<file path="config.mk">
export PLATFORM = sky130hd
export DESIGN_NAME = epaper_refresh_region_controller_flat
export DESIGN_NICKNAME = d
export VERILOG_FILES = /design/src/rtl/core/erc_pkg.sv /design/src/rtl/core/erc_channels.sv /design/src/rtl/core/epaper_refresh_region_controller.sv /design/src/rtl/core/erc_front.sv /design/src/rtl/core/erc_queue.sv /design/src/rtl/core/erc_back.sv /design/src/flat_wrapper.sv
export VERILOG_INCLUDE_DIRS = /design/src /design/src/rtl/core
export SDC_FILE = /design/constraint.sdc
export NUM_CORES = 2
export LEC_CHECK = 0
export BUFFER_PORTS_ARGS = -buffer_cell sky130_fd_sc_hd__buf_2
export CORE_MARGIN = 5
export CORE_UTILIZATION = 65
export CTS_CLUSTER_DIAMETER = 60
export DETAILED_ROUTE_END_ITERATION = 16
export PLACE_DENSITY_LB_ADDON = 0.2
export SLEW_MARGIN = 10
export SYNTH_ARGS = -nofsm -noshare
export SYNTH_HDL_FRONTEND = slang
export SYNTH_SLANG_ARGS = --single-unit
export TNS_END_PERCENT = 50
</file>
<file path="constraint.sdc">
create_clock -name clk_i -period 15.75 [get_ports clk_i]
set_input_delay 2.3625 -clock clk_i [delete_from_list [all_inputs] [get_ports clk_i]]
set_output_delay 2.3625 -clock clk_i [all_outputs]
set_load 0.1 [all_outputs]
</file>
<file path="src/rtl/core/assert_macros.svh">
// Assertion macros used by the top-level RTL file of the refresh region controller.
`ifndef ASSERT_MACROS_SVH
`define ASSERT_MACROS_SVH

`ifndef SYNTHESIS

// Property must hold at every clock edge outside of reset.
`define ASSERT_CLK(lbl, clk, rstn, prop, msg) \
  lbl: assert property (@(posedge clk) disable iff (!rstn) (prop)) else $error(msg);

// Condition must never be true at a clock edge outside of reset.
`define ASSERT_NEVER(lbl, clk, rstn, cond, msg) \
  lbl: assert property (@(posedge clk) disable iff (!rstn) !(cond)) else $error(msg);

`else

`define ASSERT_CLK(lbl, clk, rstn, prop, msg)
`define ASSERT_NEVER(lbl, clk, rstn, cond, msg)

`endif

`endif

</file>
<file path="src/rtl/core/erc_pkg.sv">
// Types, codes and helper functions of the refresh region controller.
`timescale 1ns / 1ps
`default_nettype none

package erc_pkg;

  localparam int CoordW = 10;
  localparam int DimW   = 11;
  localparam int MaxDim = 1024;
  localparam int AreaW  = 22;

  localparam logic [DimW-1:0] PanelWidthRst  = 11'd960;
  localparam logic [DimW-1:0] PanelHeightRst = 11'd540;
  localparam logic [2:0]      PixelScaleRst  = 3'd1;
  localparam logic [7:0]      IntervalRst    = 8'd50;
  localparam logic [9:0]      DebounceRst    = 10'd120;

  localparam logic [2:0] RegPanelWidth  = 3'd0;
  localparam logic [2:0] RegPanelHeight = 3'd1;
  localparam logic [2:0] RegPixelScale  = 3'd2;
  localparam logic [2:0] RegInterval    = 3'd3;
  localparam logic [2:0] RegDebounce    = 3'd4;

  typedef enum logic [2:0] {
    ACT_PUSH  = 3'd0,
    ACT_CLIP  = 3'd1,
    ACT_CLEAR = 3'd2,
    ACT_FLUSH = 3'd3,
    ACT_FULL  = 3'd4,
    ACT_TICK  = 3'd5
  } action_e;

  typedef enum logic [2:0] {
    STAT_NONE    = 3'd0,
    STAT_DEFER   = 3'd1,
    STAT_PARTIAL = 3'd2,
    STAT_FULL    = 3'd3,
    STAT_CLIPPED = 3'd4
  } status_e;

  typedef enum logic [2:0] {
    KIND_PUSH,
    KIND_CLIP,
    KIND_CLEAR,
    KIND_FLUSH,
    KIND_FULL,
    KIND_TICK,
    KIND_NOP
  } kind_e;

  typedef struct packed {
    logic [CoordW-1:0] x0;
    logic [CoordW-1:0] y0;
    logic [CoordW-1:0] x1;
    logic [CoordW-1:0] y1;
  } box_t;

  typedef struct packed {
    kind_e kind;
    logic  ok;
    box_t  box;
  } cls_item_t;

  typedef struct packed {
    logic [DimW-1:0]  eff_w;
    logic [DimW-1:0]  eff_h;
    logic [2:0]       scale;
    logic [7:0]       interval;
    logic [9:0]       debounce;
    logic [AreaW-1:0] area3;
  } cfg_t;

  function automatic logic [DimW-1:0] eff_dim(input logic [DimW-1:0] v);
    logic [DimW-1:0] r;
    if (v == '0) begin
      r = DimW'(1);
    end else if (v > DimW'(MaxDim)) begin
      r = DimW'(MaxDim);
    end else begin
      r = v;
    end
    return r;
  endfunction

  function automatic logic [2:0] eff_scale(input logic [2:0] v);
    logic [2:0] r;
    if (v == '0) begin
      r = 3'd1;
    end else if (v > 3'd4) begin
      r = 3'd4;
    end else begin
      r = v;
    end
    return r;
  endfunction

endpackage

`default_nettype wire

</file>
<file path="src/rtl/core/erc_channels.sv">
// Valid/ready channel interfaces for event items and refresh results.
`timescale 1ns / 1ps
`default_nettype none

interface erc_in_if;
  logic               valid;
  logic               ready;
  logic [2:0]         action;
  logic signed [11:0] rect_left;
  logic signed [11:0] rect_top;
  logic [10:0]        rect_width;
  logic [10:0]        rect_height;

  modport source (output valid, action, rect_left, rect_top, rect_width, rect_height,
                  input ready);
  modport sink (input valid, action, rect_left, rect_top, rect_width, rect_height,
                output ready);
endinterface

interface erc_out_if;
  logic        valid;
  logic        ready;
  logic [2:0]  status;
  logic [9:0]  out_x;
  logic [9:0]  out_y;
  logic [10:0] out_width;
  logic [10:0] out_height;

  modport source (output valid, status, out_x, out_y, out_width, out_height,
                  input ready);
  modport sink (input valid, status, out_x, out_y, out_width, out_height,
                output ready);
endinterface

`default_nettype wire

</file>
<file path="src/rtl/core/epaper_refresh_region_controller.sv">
// Top level of the e-paper refresh region controller.
//
//   channel   dir  handshake      carries
//   item_i    in   valid/ready    action, rect_left, rect_top, rect_width, rect_height
//   result_o  out  valid/ready    status, out_x, out_y, out_width, out_height
//   cfg_*     in   write enable   register index and write data
//
// One item per cycle sustained while the queue is not full; every item gives exactly one result.
// Each item passes through the classifier queue and then into the result register.
// The queue (QDEPTH entries) absorbs result stalls; item_i.ready drops only when it is full.
// Reset clears all box, counter and debounce state and loads the register defaults.
`timescale 1ns / 1ps
`default_nettype none
`include "assert_macros.svh"

module epaper_refresh_region_controller #(
  parameter int QDEPTH = 2
) (
  input  logic        clk_i,
  input  logic        rst_ni,
  erc_in_if.sink      item_i,
  erc_out_if.source   result_o,
  input  logic        cfg_we_i,
  input  logic [2:0]  cfg_idx_i,
  input  logic [10:0] cfg_wdata_i
);
  import erc_pkg::*;

  localparam logic [AreaW-1:0] Area3Rst = AreaW'(960 * 540 * 3);

  logic [DimW-1:0]  pw_q, ph_q;
  logic [2:0]       scale_q;
  logic [7:0]       interval_q;
  logic [9:0]       debounce_q;
  logic [AreaW-1:0] area3_q, area3_d, area_m;
  cfg_t             cfg;

  logic       q_push, q_full, q_pop, q_valid;
  cls_item_t  q_wdata, q_rdata;

  always_comb begin
    cfg.eff_w    = eff_dim(pw_q);
    cfg.eff_h    = eff_dim(ph_q);
    cfg.scale    = eff_scale(scale_q);
    cfg.interval = interval_q;
    cfg.debounce = debounce_q;
    cfg.area3    = area3_q;
    area_m       = AreaW'(cfg.eff_w) * AreaW'(cfg.eff_h);
    area3_d      = area_m + {area_m[AreaW-2:0], 1'b0};
  end

  always_ff @(posedge clk_i or negedge rst_ni) begin
    if (!rst_ni) begin
      pw_q       <= PanelWidthRst;
      ph_q       <= PanelHeightRst;
      scale_q    <= PixelScaleRst;
      interval_q <= IntervalRst;
      debounce_q <= DebounceRst;
      area3_q    <= Area3Rst;
    end else begin
      area3_q <= area3_d;
      if (cfg_we_i) begin
        case (cfg_idx_i)
          RegPanelWidth:  pw_q       <= cfg_wdata_i;
          RegPanelHeight: ph_q       <= cfg_wdata_i;
          RegPixelScale:  scale_q    <= cfg_wdata_i[2:0];
          RegInterval:    interval_q <= cfg_wdata_i[7:0];
          RegDebounce:    debounce_q <= cfg_wdata_i[9:0];
          default: ;
        endcase
      end
    end
  end

  erc_front u_front (
    .cfg_i    (cfg),
    .item_i   (item_i),
    .q_full_i (q_full),
    .q_push_o (q_push),
    .q_data_o (q_wdata)
  );

  erc_queue #(
    .DEPTH (QDEPTH)
  ) u_queue (
    .clk_i       (clk_i),
    .rst_ni      (rst_ni),
    .push_i      (q_push),
    .push_data_i (q_wdata),
    .full_o      (q_full),
    .pop_i       (q_pop),
    .valid_o     (q_valid),
    .pop_data_o  (q_rdata)
  );

  erc_back u_back (
    .clk_i     (clk_i),
    .rst_ni    (rst_ni),
    .cfg_i     (cfg),
    .q_valid_i (q_valid),
    .q_data_i  (q_rdata),
    .q_pop_o   (q_pop),
    .result_o  (result_o)
  );

  `ASSERT_CLK(a_partial_nonempty, clk_i, rst_ni, (result_o.valid && result_o.status == STAT_PARTIAL) |-> (result_o.out_width != '0 && result_o.out_height != '0), "partial refresh with empty region")
  `ASSERT_CLK(a_partial_in_range, clk_i, rst_ni, (result_o.valid && result_o.status == STAT_PARTIAL) |-> ((12'(result_o.out_x) + 12'(result_o.out_width)) <= 12'(MaxDim)), "partial refresh beyond coordinate range")
  `ASSERT_CLK(a_full_whole_panel, clk_i, rst_ni, (result_o.valid && result_o.status == STAT_FULL) |-> (result_o.out_x == '0 && result_o.out_y == '0 && result_o.out_width == cfg.eff_w && result_o.out_height == cfg.eff_h), "full refresh not covering panel")
  `ASSERT_NEVER(a_no_region_zero, clk_i, rst_ni, result_o.valid && (result_o.status == STAT_NONE || result_o.status == STAT_DEFER || result_o.status == STAT_CLIPPED) && (result_o.out_x != '0 || result_o.out_y != '0 || result_o.out_width != '0 || result_o.out_height != '0), "region fields set without refresh")

endmodule

`default_nettype wire

</file>
<file path="src/rtl/core/erc_front.sv">
// Front end: accepts event items, scales and clamps rectangles, classifies.
`timescale 1ns / 1ps
`default_nettype none

module erc_front (
  input  erc_pkg::cfg_t      cfg_i,
  erc_in_if.sink             item_i,
  input  logic               q_full_i,
  output logic               q_push_o,
  output erc_pkg::cls_item_t q_data_o
);
  import erc_pkg::*;

  logic signed [15:0] sx, sy, ss, ws, hs;
  logic signed [15:0] b0, b1, b2, b3;
  logic signed [15:0] c0, c1, c2, c3;
  logic signed [15:0] wm1, hm1;
  logic               rect_ok;
  box_t               whole;

  assign item_i.ready = !q_full_i;
  assign q_push_o     = item_i.valid && !q_full_i;

  always_comb begin
    sx  = 16'(item_i.rect_left);
    sy  = 16'(item_i.rect_top);
    ss  = signed'({13'd0, cfg_i.scale});
    ws  = signed'(16'(item_i.rect_width) * 16'(cfg_i.scale));
    hs  = signed'(16'(item_i.rect_height) * 16'(cfg_i.scale));
    b0  = sx * ss;
    b1  = sy * ss;
    b2  = b0 + ws - 16'sd1;
    b3  = b1 + hs - 16'sd1;
    wm1 = signed'({5'd0, cfg_i.eff_w} - 16'd1);
    hm1 = signed'({5'd0, cfg_i.eff_h} - 16'd1);
    c0  = (b0 < 16'sd0) ? 16'sd0 : b0;
    c1  = (b1 < 16'sd0) ? 16'sd0 : b1;
    c2  = (b2 > wm1) ? wm1 : b2;
    c3  = (b3 > hm1) ? hm1 : b3;
    rect_ok = (item_i.rect_width != '0) && (item_i.rect_height != '0) &&
              (c2 >= c0) && (c3 >= c1);

    whole.x0 = '0;
    whole.y0 = '0;
    whole.x1 = CoordW'(cfg_i.eff_w - 11'd1);
    whole.y1 = CoordW'(cfg_i.eff_h - 11'd1);

    q_data_o.ok     = rect_ok;
    q_data_o.box.x0 = c0[CoordW-1:0];
    q_data_o.box.y0 = c1[CoordW-1:0];
    q_data_o.box.x1 = c2[CoordW-1:0];
    q_data_o.box.y1 = c3[CoordW-1:0];
    q_data_o.kind   = KIND_NOP;

    case (item_i.action)
      ACT_PUSH:  q_data_o.kind = KIND_PUSH;
      ACT_CLIP:  q_data_o.kind = KIND_CLIP;
      ACT_CLEAR: begin
        q_data_o.kind = KIND_CLEAR;
        q_data_o.ok   = 1'b1;
        q_data_o.box  = whole;
      end
      ACT_FLUSH: q_data_o.kind = KIND_FLUSH;
      ACT_FULL: begin
        q_data_o.kind = KIND_FULL;
        q_data_o.ok   = 1'b1;
        q_data_o.box  = whole;
      end
      ACT_TICK:  q_data_o.kind = KIND_TICK;
      default:   q_data_o.kind = KIND_NOP;
    endcase
  end

endmodule

`default_nettype wire

</file>
<file path="src/rtl/core/erc_queue.sv">
// Short FIFO of classified items between the front and back ends.
`timescale 1ns / 1ps
`default_nettype none

module erc_queue #(
  parameter int DEPTH = 2
) (
  input  logic               clk_i,
  input  logic               rst_ni,
  input  logic               push_i,
  input  erc_pkg::cls_item_t push_data_i,
  output logic               full_o,
  input  logic               pop_i,
  output logic               valid_o,
  output erc_pkg::cls_item_t pop_data_o
);
  import erc_pkg::*;

  localparam int PtrW = $clog2(DEPTH);
  localparam int CntW = $clog2(DEPTH + 1);

  cls_item_t         mem_q [DEPTH];
  logic [PtrW-1:0]   wptr_q, wptr_d, rptr_q, rptr_d;
  logic [CntW-1:0]   cnt_q, cnt_d;

  assign full_o     = (cnt_q == CntW'(DEPTH));
  assign valid_o    = (cnt_q != '0);
  assign pop_data_o = mem_q[rptr_q];

  always_comb begin
    wptr_d = wptr_q;
    rptr_d = rptr_q;
    cnt_d  = cnt_q;
    if (push_i) begin
      wptr_d = (wptr_q == PtrW'(DEPTH - 1)) ? '0 : wptr_q + PtrW'(1);
    end
    if (pop_i) begin
      rptr_d = (rptr_q == PtrW'(DEPTH - 1)) ? '0 : rptr_q + PtrW'(1);
    end
    if (push_i && !pop_i) begin
      cnt_d = cnt_q + CntW'(1);
    end else if (pop_i && !push_i) begin
      cnt_d = cnt_q - CntW'(1);
    end
  end

  always_ff @(posedge clk_i) begin
    if (push_i) begin
      mem_q[wptr_q] <= push_data_i;
    end
  end

  always_ff @(posedge clk_i or negedge rst_ni) begin
    if (!rst_ni) begin
      wptr_q <= '0;
      rptr_q <= '0;
      cnt_q  <= '0;
    end else begin
      wptr_q <= wptr_d;
      rptr_q <= rptr_d;
      cnt_q  <= cnt_d;
    end
  end

endmodule

`default_nettype wire

</file>
<file path="src/rtl/core/erc_back.sv">
// Back end: dirty and clip boxes, debounce, refresh decision, result register.
`timescale 1ns / 1ps
`default_nettype none

module erc_back (
  input  logic               clk_i,
  input  logic               rst_ni,
  input  erc_pkg::cfg_t      cfg_i,
  input  logic               q_valid_i,
  input  erc_pkg::cls_item_t q_data_i,
  output logic               q_pop_o,
  erc_out_if.source          result_o
);
  import erc_pkg::*;

  function automatic box_t merge(input logic valid, input box_t dst, input box_t b);
    box_t r;
    if (!valid) begin
      r = b;
    end else begin
      r.x0 = (b.x0 < dst.x0) ? b.x0 : dst.x0;
      r.y0 = (b.y0 < dst.y0) ? b.y0 : dst.y0;
      r.x1 = (b.x1 > dst.x1) ? b.x1 : dst.x1;
      r.y1 = (b.y1 > dst.y1) ? b.y1 : dst.y1;
    end
    return r;
  endfunction

  logic        dv_q, dv_d, cv_q, cv_d, ff_q, ff_d, pend_q, pend_d;
  box_t        dbox_q, dbox_d, cbox_q, cbox_d;
  logic [7:0]  parts_q, parts_d;
  logic [9:0]  ms_q, ms_d, rem_q, rem_d, rem_dec;
  logic        ov_q, ov_d;
  status_e     st_q, st_d;
  logic [9:0]  ox_q, ox_d, oy_q, oy_d;
  logic [10:0] ow_q, ow_d, oh_q, oh_d;

  logic        run_flush, bypass, f_dv, f_cv, f_ff;
  box_t        cut;
  logic        cut_empty, huge;
  logic [10:0] dw, dh;
  logic [21:0] prod;

  assign q_pop_o          = q_valid_i && (!ov_q || result_o.ready);
  assign result_o.valid      = ov_q;
  assign result_o.status     = st_q;
  assign result_o.out_x      = ox_q;
  assign result_o.out_y      = oy_q;
  assign result_o.out_width  = ow_q;
  assign result_o.out_height = oh_q;

  always_comb begin
    cut.x0 = (cv_q && cbox_q.x0 > dbox_q.x0) ? cbox_q.x0 : dbox_q.x0;
    cut.y0 = (cv_q && cbox_q.y0 > dbox_q.y0) ? cbox_q.y0 : dbox_q.y0;
    cut.x1 = (cv_q && cbox_q.x1 < dbox_q.x1) ? cbox_q.x1 : dbox_q.x1;
    cut.y1 = (cv_q && cbox_q.y1 < dbox_q.y1) ? cbox_q.y1 : dbox_q.y1;
    cut_empty = (cut.x1 < cut.x0) || (cut.y1 < cut.y0);
    dw   = {1'b0, cut.x1} - {1'b0, cut.x0} + 11'd1;
    dh   = {1'b0, cut.y1} - {1'b0, cut.y0} + 11'd1;
    prod = 22'(dw) * 22'(dh);
    huge = {prod[20:0], 2'b00} > {1'b0, cfg_i.area3};
  end

  always_comb begin
    dv_d    = dv_q;
    cv_d    = cv_q;
    ff_d    = ff_q;
    pend_d  = pend_q;
    dbox_d  = dbox_q;
    cbox_d  = cbox_q;
    parts_d = parts_q;
    ms_d    = ms_q;
    rem_d   = rem_q;
    rem_dec = (rem_q != '0) ? rem_q - 10'd1 : '0;
    run_flush = 1'b0;
    bypass    = 1'b0;
    f_dv      = dv_q;
    f_cv      = cv_q;
    f_ff      = ff_q;
    st_d = STAT_NONE;
    ox_d = '0;
    oy_d = '0;
    ow_d = '0;
    oh_d = '0;

    if (q_pop_o) begin
      case (q_data_i.kind)
        KIND_PUSH: begin
          if (q_data_i.ok) begin
            dbox_d = merge(dv_q, dbox_q, q_data_i.box);
            dv_d   = 1'b1;
          end
        end
        KIND_CLIP: begin
          if (q_data_i.ok) begin
            cbox_d = merge(cv_q, cbox_q, q_data_i.box);
            cv_d   = 1'b1;
          end else begin
            cv_d = 1'b0;
          end
        end
        KIND_CLEAR: begin
          dbox_d = merge(dv_q, dbox_q, q_data_i.box);
          dv_d   = 1'b1;
          ff_d   = 1'b1;
        end
        KIND_FLUSH: run_flush = 1'b1;
        KIND_FULL: begin
          run_flush = 1'b1;
          f_dv      = 1'b1;
          f_cv      = 1'b0;
          f_ff      = 1'b1;
        end
        KIND_TICK: begin
          if (ms_q != 10'h3FF) begin
            ms_d = ms_q + 10'd1;
          end
          if (pend_q) begin
            rem_d = rem_dec;
            if (rem_dec == '0) begin
              pend_d    = 1'b0;
              run_flush = 1'b1;
              bypass    = 1'b1;
            end
          end
        end
        default: ;
      endcase
    end

    if (run_flush) begin
      if (!f_dv) begin
        cv_d = 1'b0;
      end else if (!bypass && !f_ff && (ms_q < cfg_i.debounce)) begin
        if (!pend_q) begin
          pend_d = 1'b1;
          rem_d  = cfg_i.debounce - ms_q;
        end
        st_d = STAT_DEFER;
      end else begin
        cv_d = 1'b0;
        if (f_cv && cut_empty) begin
          dv_d = 1'b0;
          st_d = STAT_CLIPPED;
        end else begin
          if (f_ff || huge || (parts_q >= cfg_i.interval)) begin
            st_d    = STAT_FULL;
            ow_d    = cfg_i.eff_w;
            oh_d    = cfg_i.eff_h;
            parts_d = '0;
            ff_d    = 1'b0;
          end else begin
            st_d = STAT_PARTIAL;
            ox_d = cut.x0;
            oy_d = cut.y0;
            ow_d = dw;
            oh_d = dh;
            if (parts_q != 8'hFF) begin
              parts_d = parts_q + 8'd1;
            end
          end
          dv_d = 1'b0;
          ms_d = '0;
        end
      end
    end

    if (q_pop_o) begin
      ov_d = 1'b1;
    end else if (result_o.ready) begin
      ov_d = 1'b0;
    end else begin
      ov_d = ov_q;
    end
  end

  always_ff @(posedge clk_i) begin
    if (q_pop_o) begin
      st_q <= st_d;
      ox_q <= ox_d;
      oy_q <= oy_d;
      ow_q <= ow_d;
      oh_q <= oh_d;
    end
  end

  always_ff @(posedge clk_i or negedge rst_ni) begin
    if (!rst_ni) begin
      dv_q    <= 1'b0;
      cv_q    <= 1'b0;
      ff_q    <= 1'b1;
      pend_q  <= 1'b0;
      dbox_q  <= '0;
      cbox_q  <= '0;
      parts_q <= '0;
      ms_q    <= '0;
      rem_q   <= '0;
      ov_q    <= 1'b0;
    end else begin
      dv_q    <= dv_d;
      cv_q    <= cv_d;
      ff_q    <= ff_d;
      pend_q  <= pend_d;
      dbox_q  <= dbox_d;
      cbox_q  <= cbox_d;
      parts_q <= parts_d;
      ms_q    <= ms_d;
      rem_q   <= rem_d;
      ov_q    <= ov_d;
    end
  end

endmodule

`default_nettype wire

</file>
<file path="src/flat_wrapper.sv">
// flat-port wrapper written by rule: the top's interface ports become plain ports
module epaper_refresh_region_controller_flat import erc_pkg::*;
#(
  parameter int QDEPTH = 2
)
  (clk_i, rst_ni, cfg_we_i, cfg_idx_i, cfg_wdata_i, item_i_valid, item_i_action, item_i_rect_left, item_i_rect_top, item_i_rect_width, item_i_rect_height, item_i_ready, result_o_valid, result_o_status, result_o_out_x, result_o_out_y, result_o_out_width, result_o_out_height, result_o_ready);
  erc_in_if item_i_i ();
  erc_out_if result_o_i ();
  input  logic clk_i;
  input  logic rst_ni;
  input  logic cfg_we_i;
  input  logic [2:0] cfg_idx_i;
  input  logic [10:0] cfg_wdata_i;
  input wire logic [$bits(item_i_i.valid)-1:0] item_i_valid;
  input wire logic [$bits(item_i_i.action)-1:0] item_i_action;
  input wire logic [$bits(item_i_i.rect_left)-1:0] item_i_rect_left;
  input wire logic [$bits(item_i_i.rect_top)-1:0] item_i_rect_top;
  input wire logic [$bits(item_i_i.rect_width)-1:0] item_i_rect_width;
  input wire logic [$bits(item_i_i.rect_height)-1:0] item_i_rect_height;
  output wire logic [$bits(item_i_i.ready)-1:0] item_i_ready;
  output wire logic [$bits(result_o_i.valid)-1:0] result_o_valid;
  output wire logic [$bits(result_o_i.status)-1:0] result_o_status;
  output wire logic [$bits(result_o_i.out_x)-1:0] result_o_out_x;
  output wire logic [$bits(result_o_i.out_y)-1:0] result_o_out_y;
  output wire logic [$bits(result_o_i.out_width)-1:0] result_o_out_width;
  output wire logic [$bits(result_o_i.out_height)-1:0] result_o_out_height;
  input wire logic [$bits(result_o_i.ready)-1:0] result_o_ready;
  assign item_i_i.valid = item_i_valid;
  assign item_i_i.action = item_i_action;
  assign item_i_i.rect_left = item_i_rect_left;
  assign item_i_i.rect_top = item_i_rect_top;
  assign item_i_i.rect_width = item_i_rect_width;
  assign item_i_i.rect_height = item_i_rect_height;
  assign item_i_ready = item_i_i.ready;
  assign result_o_valid = result_o_i.valid;
  assign result_o_status = result_o_i.status;
  assign result_o_out_x = result_o_i.out_x;
  assign result_o_out_y = result_o_i.out_y;
  assign result_o_out_width = result_o_i.out_width;
  assign result_o_out_height = result_o_i.out_height;
  assign result_o_i.ready = result_o_ready;
  epaper_refresh_region_controller #(.QDEPTH(QDEPTH)) u_core (.clk_i(clk_i), .rst_ni(rst_ni), .item_i(item_i_i), .result_o(result_o_i), .cfg_we_i(cfg_we_i), .cfg_idx_i(cfg_idx_i), .cfg_wdata_i(cfg_wdata_i));
endmodule
</file>
Yosys cells after proc, flatten, opt, wreduce, memory -nomap -nowiden
Memory sizes are Yosys's and may differ from the RTL's.
Index checks and enable logic that the tools add are counted.
Storage, ports and cells
  memories kept: 1
  bits of input ports: 68
  memory bits (read-only): 0
  RAM bits: 88
  bits in latches: 0
  flip-flop bits (word level): 227
Memory list
  u_core.u_queue.mem_q: depth 2, width 44, rd ports 1, clocked after memory_dff 0, wr ports 1, RTL line erc_queue.sv:22  | cls_item_t mem_q [DEPTH];
Operators by class
  multiplexer cells: 97
  equality and inequality tests: 22
  reductions and logical operators: 56
  shift-type cells: 0
  $lt $le $gt $ge: 26
  bitwise logic cells: 4
  div/mod/pow operators: 0
  multipliers: 6
  add/sub/neg operators: 21
Operators with widths (count)
  2-to-1 mux 10 bit: 27
  2-to-1 mux 40 bit: 3
  less-than comparator 10 bit: 9
  case mux 40 bit (2 select lines): 1
  2-to-1 mux 11 bit: 6
  2-to-1 mux 16 bit: 4
  > comparator 10 bit: 6
  2-to-1 mux 1 bit: 45
  2-to-1 mux 41 bit: 1
  adder 16 x 15 -> 16 bit: 2
  greater-or-equal comparator 16 bit: 2
  > comparator 16 x 12 -> 1 bit: 2
  less-than comparator 16 x 1 -> 1 bit (second input constant): 2
  multiplier 12 x 4 -> 16 bit: 2
  subtractor 16 x 2 -> 16 bit (second input constant): 2
  subtractor 10 x 1 -> 10 bit (second input constant): 3
  multiplier 11 x 3 -> 14 bit: 2
  subtractor 11 x 1 -> 12 bit (second input constant): 2
  > comparator 23 x 22 -> 1 bit: 1
  adder 11 x 1 -> 11 bit (second input constant): 2
  adder 22 bit: 1
  > comparator 11 bit (second input constant): 2
  zero test 11 bit: 2
  multiplier 11 x 11 -> 22 bit: 1
  39 further kinds: 102

Logic depth before layout (Yosys ltp)
  word-level depth: 14
  depth in mapped cells: 56
  gate-level depth less buffers: 53

Cells and area by module
From an unflattened synthesis, not the netlist that was laid out.
Second synthesis, totals
  cells, all modules: 3862
  area total of the unflattened synthesis: 36162.2 µm²
Modules (own cells, without submodules)
  erc_back: area an instance 16513.3 µm², cells each 1747, seq. area each 4180.3 µm², times used 1
  erc_front: area an instance 8871.0 µm², cells each 1221, seq. area each 0.0 µm², times used 1
  epaper_refresh_region_controller: area an instance 7213.2 µm², cells each 741, seq. area each 1659.1 µm², times used 1
  erc_queue: area an instance 3564.7 µm², cells each 153, seq. area each 2742.6 µm², times used 1

Worst setup path before layout
OpenSTA, ideal clock, no wires.
  path kind: register to register
  from: register u_core.u_back.dbox_q[11] (netlist bit)
  to: register u_core.u_back.ox_q[5] (netlist: u_core.u_back.result_o.out_x[5]) (data pin)
  cell stages (with the launch flop): 57
  buffers on the path: 4
  period minus slack after synthesis: 11099 ps
  slack: 4651 ps
  arrival: 10958 ps
  cell sequence: dfrtp_1 > inv_1 > ha_1 > a21o_1 > a21o_1 > a21o_1 > a21o_1 > a21oi_1 > nor2b_1 > o21ai_0 > a32o_1 > buf_1 > mux2i_1 > ha_1 > inv_1 > ha_1 > inv_1 > fa_1 > (+21 left out) > nor2_1 > a211oi_1 > a2111o_1 > a21oi_1 > xnor2_1 > ha_1 > nand3_1 > or4_1 > nor3_1 > a21oi_1 > o21ai_0 > o2111ai_1 > and3b_4 > mux2i_4 > or2_1 > buf_6 > buf_6 > nor2_1
On the way
  word-level cells in the longest chain between the ends: 10
  elaborated cells on any way between the ends: 13
  those cells by class: add/sub: 2; mul: 1; order compare: 3; mux: 1; reduce/logical: 6
Ends and longest elaborated chain
  start: declaration: RTL line erc_back.sv:30  | box_t dbox_q, dbox_d, cbox_q, cbox_d;
  start signal: assignment: RTL line erc_back.sv:204  | dbox_q <= dbox_d;
  less-than comparator 10 bit: RTL line erc_back.sv:55  | cut.x1 = (cv_q && cbox_q.x1 < dbox_q.x1) ? cbox_q.x1 : dbox_q.x1;
  logical AND 1 bit: RTL line erc_back.sv:55
  2-to-1 mux 10 bit *: RTL line erc_back.sv:55
  subtractor 10 x 10 -> 11 bit: RTL line erc_back.sv:58  | dw = {1'b0, cut.x1} - {1'b0, cut.x0} + 11'd1;
  adder 11 x 1 -> 11 bit: RTL line erc_back.sv:58
  multiplier 11 x 11 -> 21 bit: RTL line erc_back.sv:60  | prod = 22'(dw) * 22'(dh);
  > comparator 23 x 22 -> 1 bit: RTL line erc_back.sv:61  | huge = {prod[20:0], 2'b00} > {1'b0, cfg_i.area3};
  logical OR 1 bit (2 in series): RTL line erc_back.sv:146  | if (f_ff || huge || (parts_q >= cfg_i.interval)) begin
  OR reduction 5 bit (no source line) *
  end signal: assignment: RTL line erc_back.sv:180  | ox_q <= ox_d;
  end: declaration: RTL line erc_back.sv:35  | logic [9:0] ox_q, ox_d, oy_q, oy_d;
Every way passes the cells marked *; elsewhere a longest branch is shown, timed or not.
A chain may end at the register's enable or synchronous reset.

Final worst setup path
  from: register u_core.u_back.dbox_q[11] (netlist bit)
  to: register u_core.u_back.oy_q[2] (netlist: u_core.u_back.result_o.out_y[2]) (data pin)
On the way
  word-level cells in the longest chain between the ends: 10
  elaborated cells on any way between the ends: 13
  those cells by class: add/sub: 2; mul: 1; order compare: 3; mux: 1; reduce/logical: 6
Ends and longest elaborated chain
  less-than comparator 10 bit: RTL line erc_back.sv:55
  logical AND 1 bit: RTL line erc_back.sv:55
  2-to-1 mux 10 bit *: RTL line erc_back.sv:55
  subtractor 10 x 10 -> 11 bit: RTL line erc_back.sv:58
  adder 11 x 1 -> 11 bit: RTL line erc_back.sv:58
  multiplier 11 x 11 -> 21 bit: RTL line erc_back.sv:60
  > comparator 23 x 22 -> 1 bit: RTL line erc_back.sv:61
  logical OR 1 bit (2 in series): RTL line erc_back.sv:146
  OR reduction 5 bit (no source line) *
  end signal: assignment: RTL line erc_back.sv:181  | oy_q <= oy_d;
  end: declaration: RTL line erc_back.sv:35
Marked as above.

==> results.md <==
- Number of flops mapped to enable cells by yosys: 133
- Mapped Cells: 3,860
- Post-cts resize count: 0
- Die width: 243.6 µm
- TritonCTS clock tree: yes
- Crit path arrival time: 12,930 ps
- Fmax: 79.09 MHz
- First-pass GRT wire length: 138.2 mm
- Initial Utilization: 0.6576
- CTS Buf Count: 40
- Max cap viols: 0
- Reg area: 0.008583 mm²
- CP Data Required Time: 16,030 ps
- Drt initial violations: 1,705
- CP most frequent cell: a21o_1
- Antenna violations before repair: 2
- Drt wl/cell: 18.18 µm
- Final setup fails: 0
- Fin nets: 4,790
- Skew-Pair Late Insertion Delay: 580 ps
- Final core occ: 0.7073
- FILL cells: 4,221
- Vias in the first global route: 26.75k
- Worst slew pin tran: 1221 ps
- Synth Cell Area: 0.03546 mm²
- Xor-xnor portion of the synthesized cell area: 0.04238
- Die ar.: 0.05932 mm²
- Worst setup SP type: flip-flop
- Area delta synth->final: 7.551%
- Drt pass-1 iters: 5
- Final Wtd Congestion: 0.9171
- Largest net degree at the start of global routing: 112
- Hold Vio Cnt, Final: 0
- Clk slew on worst S/H paths: 60 ps
- Post-synthesis async set-or-reset flop share: 0.5778
- Layout cells sized above 1: 0.1094
- Status: complete, no violations
- FP Rows: between 80 and 90
- Top post-synthesis cells by area: ha_1, fa_1, edfxtp_1
- Worst setup EP type: flip-flop
- Slew Viols, Final: 0
- Top FF cell, synth: dfrtp_1
- Seq/Total Area, Yosys: 0.2420
- Top-area cell type share of the netlist area: 0.1909
- Setup TNS: 0 ps
- H-tree levels: 2
- Fraction of the mapped netlist area in compound gates: 0.1043
- Slew margin rel.: 0.1845
- Adder-cell share of the synthesized area: 0.3134
- Via-to-Cell Ratio: 5.810
- DPL Wire Length: slightly below 70 mm
- Mux cell area share after synthesis: 0.07287
- Crit path max-delay cell type: or2_1
- Via count: 27.27k
- Ys Warns: 0
- Number of clock sinks: 315
- Synth Area in Simple Gates: 0.1460
- Setup Skew: 26.45 ps
- Hold Path Class: flip-flop to flip-flop
- Grt ovf: 0
- Antenna-violating nets left: 0
- Final WL: 85.30 mm
- #FFs+latches synth: 315
- CTS Buffer Depth: 3
- Area of the multi-input gates: between 0.02 and 0.025 mm²
- GRT Util Overall: 0.2857
- Io pins: 115
- Unrepaired setup endpoints after global routing: false
- Crit Path Category: flip-flop to flip-flop
- Die Span Y: 243.6 µm
- Slowest stage delay, CP: 850 ps
- Fin crit period: around 13,000 ps
- Largest family of logic cells by synthesized area: adder cells
- Yosys cell types: 87
- Postcts setup bufs: 0
- DRC Markers: 0
- IO Port Bufs: 114
- Area leader, netlist: ha_1
- Final period util: 0.8028
- Root buf cell: clkbuf_16
- Hold buffers post-CTS: 0
- Worst-path maximum fanout: 24
- Core area: 0.05392 mm²
- Syn Area/Cell: 9.186 µm²
## critical path, delay by kind of cell (launching register included)
family | cells | cell delay [ps]
adders and majority gates | 10 | 4190
AOI/OAI and AO/OA | 18 | 3880
buffers and inverters | 4 | 270
xor gates and xnor gates | 2 | 770
DFF | 1 | 390
muxes | 2 | 440
and+or+nand+nor | 11 | 2350
## cell families after synthesis
group | Yosys count
flops | 315
compound gates | 581
mux | 238
xor+xnor | 170
other cells | 1
buf+inv | 730
fa+ha+maj | 758
simple gates | 1067
## synthesized netlist by cell type (all sizes together) (54+ instances only)
| cell | n |
|---|---|
| o21ai | 135 |
| nor3 | 56 |
| ha | 541 |
| mux2i | 87 |
| clkbuf | 81 |
| xnor2 | 115 |
| a21oi | 178 |
| dfrtp | 155 |
| xor2 | 54 |
| nand2b | 63 |
| nand2 | 332 |
| nor2b | 73 |
| fa | 217 |
| inv | 624 |
| nor2 | 247 |
| and2 | 112 |
| edfxtp | 133 |
| a21o | 67 |
| mux2 | 151 |
## cell usage in the layout (no fill, tap or decap), drive strengths merged, types with 115 or more instances in the layout
cell type / Yosys / routed
inv: 624 / 632
ha: 541 / 541
nand2: 332 / 332
nor2: 247 / 247
fa: 217 / 217
a21oi: 178 / 178
dfrtp: 155 / 155
buf: 22 / 155
mux2: 151 / 151
o21ai: 135 / 135
edfxtp: 133 / 133
xnor2: 115 / 115
## flip-flops by register name, summed over array words and instances (netlist names), 2 cells and up
register / flops
u_core.area3_q: 22
u_core.debounce_q: 10
u_core.interval_q: 8
u_core.ph_q: 11
u_core.pw_q: 11
u_core.scale_q: 3
u_core.u_back.cbox_q: 40
u_core.u_back.dbox_q: 40
u_core.u_back.ms_q: 10
u_core.u_back.parts_q: 8
u_core.u_back.rem_q: 10
u_core.u_back.result_o.out_height: 11
u_core.u_back.result_o.out_width: 11
u_core.u_back.result_o.out_x: 10
u_core.u_back.result_o.out_y: 10
u_core.u_back.result_o.status: 3
u_core.u_queue.cnt_q: 2
u_core.u_queue.mem_q: 88
## per-layer routing
| metal | up-vias | wire, µm | GRT usage |
|---|---|---|---|
| li1 | 13150 | - | - |
| met1 | 13170 | 37900 | 0.4011 |
| met2 | 784 | 39340 | 0.4681 |
| met3 | 165 | 5531 | 0.04033 |
| met4 | 2 | 2508 | 0.07965 |
| met5 | - | 20 | 0 |
## final timing paths
kind / startpoint / end / slack [ps] / cells after the start
max: u_core.u_back.dbox_q[11] / u_core.u_back.result_o.out_y[2] / 3110 / 47
min in group asynchronous: rst_ni / u_core.u_back.ms_q[2] / 1920 / 1
max reg2reg: u_core.u_back.dbox_q[11] / u_core.u_back.result_o.out_y[2] / 3110 / 47
max in group asynchronous: rst_ni / u_core.u_queue.rptr_q / 12220 / 2
min: u_core.u_back.dbox_q[15] / u_core.u_back.dbox_q[15] / 510 / 1
min reg2reg: u_core.u_back.dbox_q[15] / u_core.u_back.dbox_q[15] / 510 / 1
## layout make-up
class | instances | area share
Multi-Input combinational cell | 2824 | 0.6334
Sequential cell | 315 | 0.2251
Inverter | 627 | 0.06171
Clock buffer | 55 | 0.02877
Timing Repair Buffer | 156 | 0.02346
Tap cell | 696 | 0.02283
Clock inverter | 19 | 0.004692
Antenna cell | 1 | 0.00006562
## per-stage QoR
step	cell area, µm²	cells	hold slack, ps	setup slack, ps
final	38140	4693	505.1	3106
after global routing	38130	4692	530.9	2265
after CTS	38130	4692	506.6	3211
after detailed placement	36860	4618	494.6	3321
after global placement	36860	4618	479.5	3661
after floorplan	35490	3869	460.8	4651
Power is left out: the tool's default activity adds up to more than one toggle a clock period on the data nets, which glitch-free logic cannot reach.
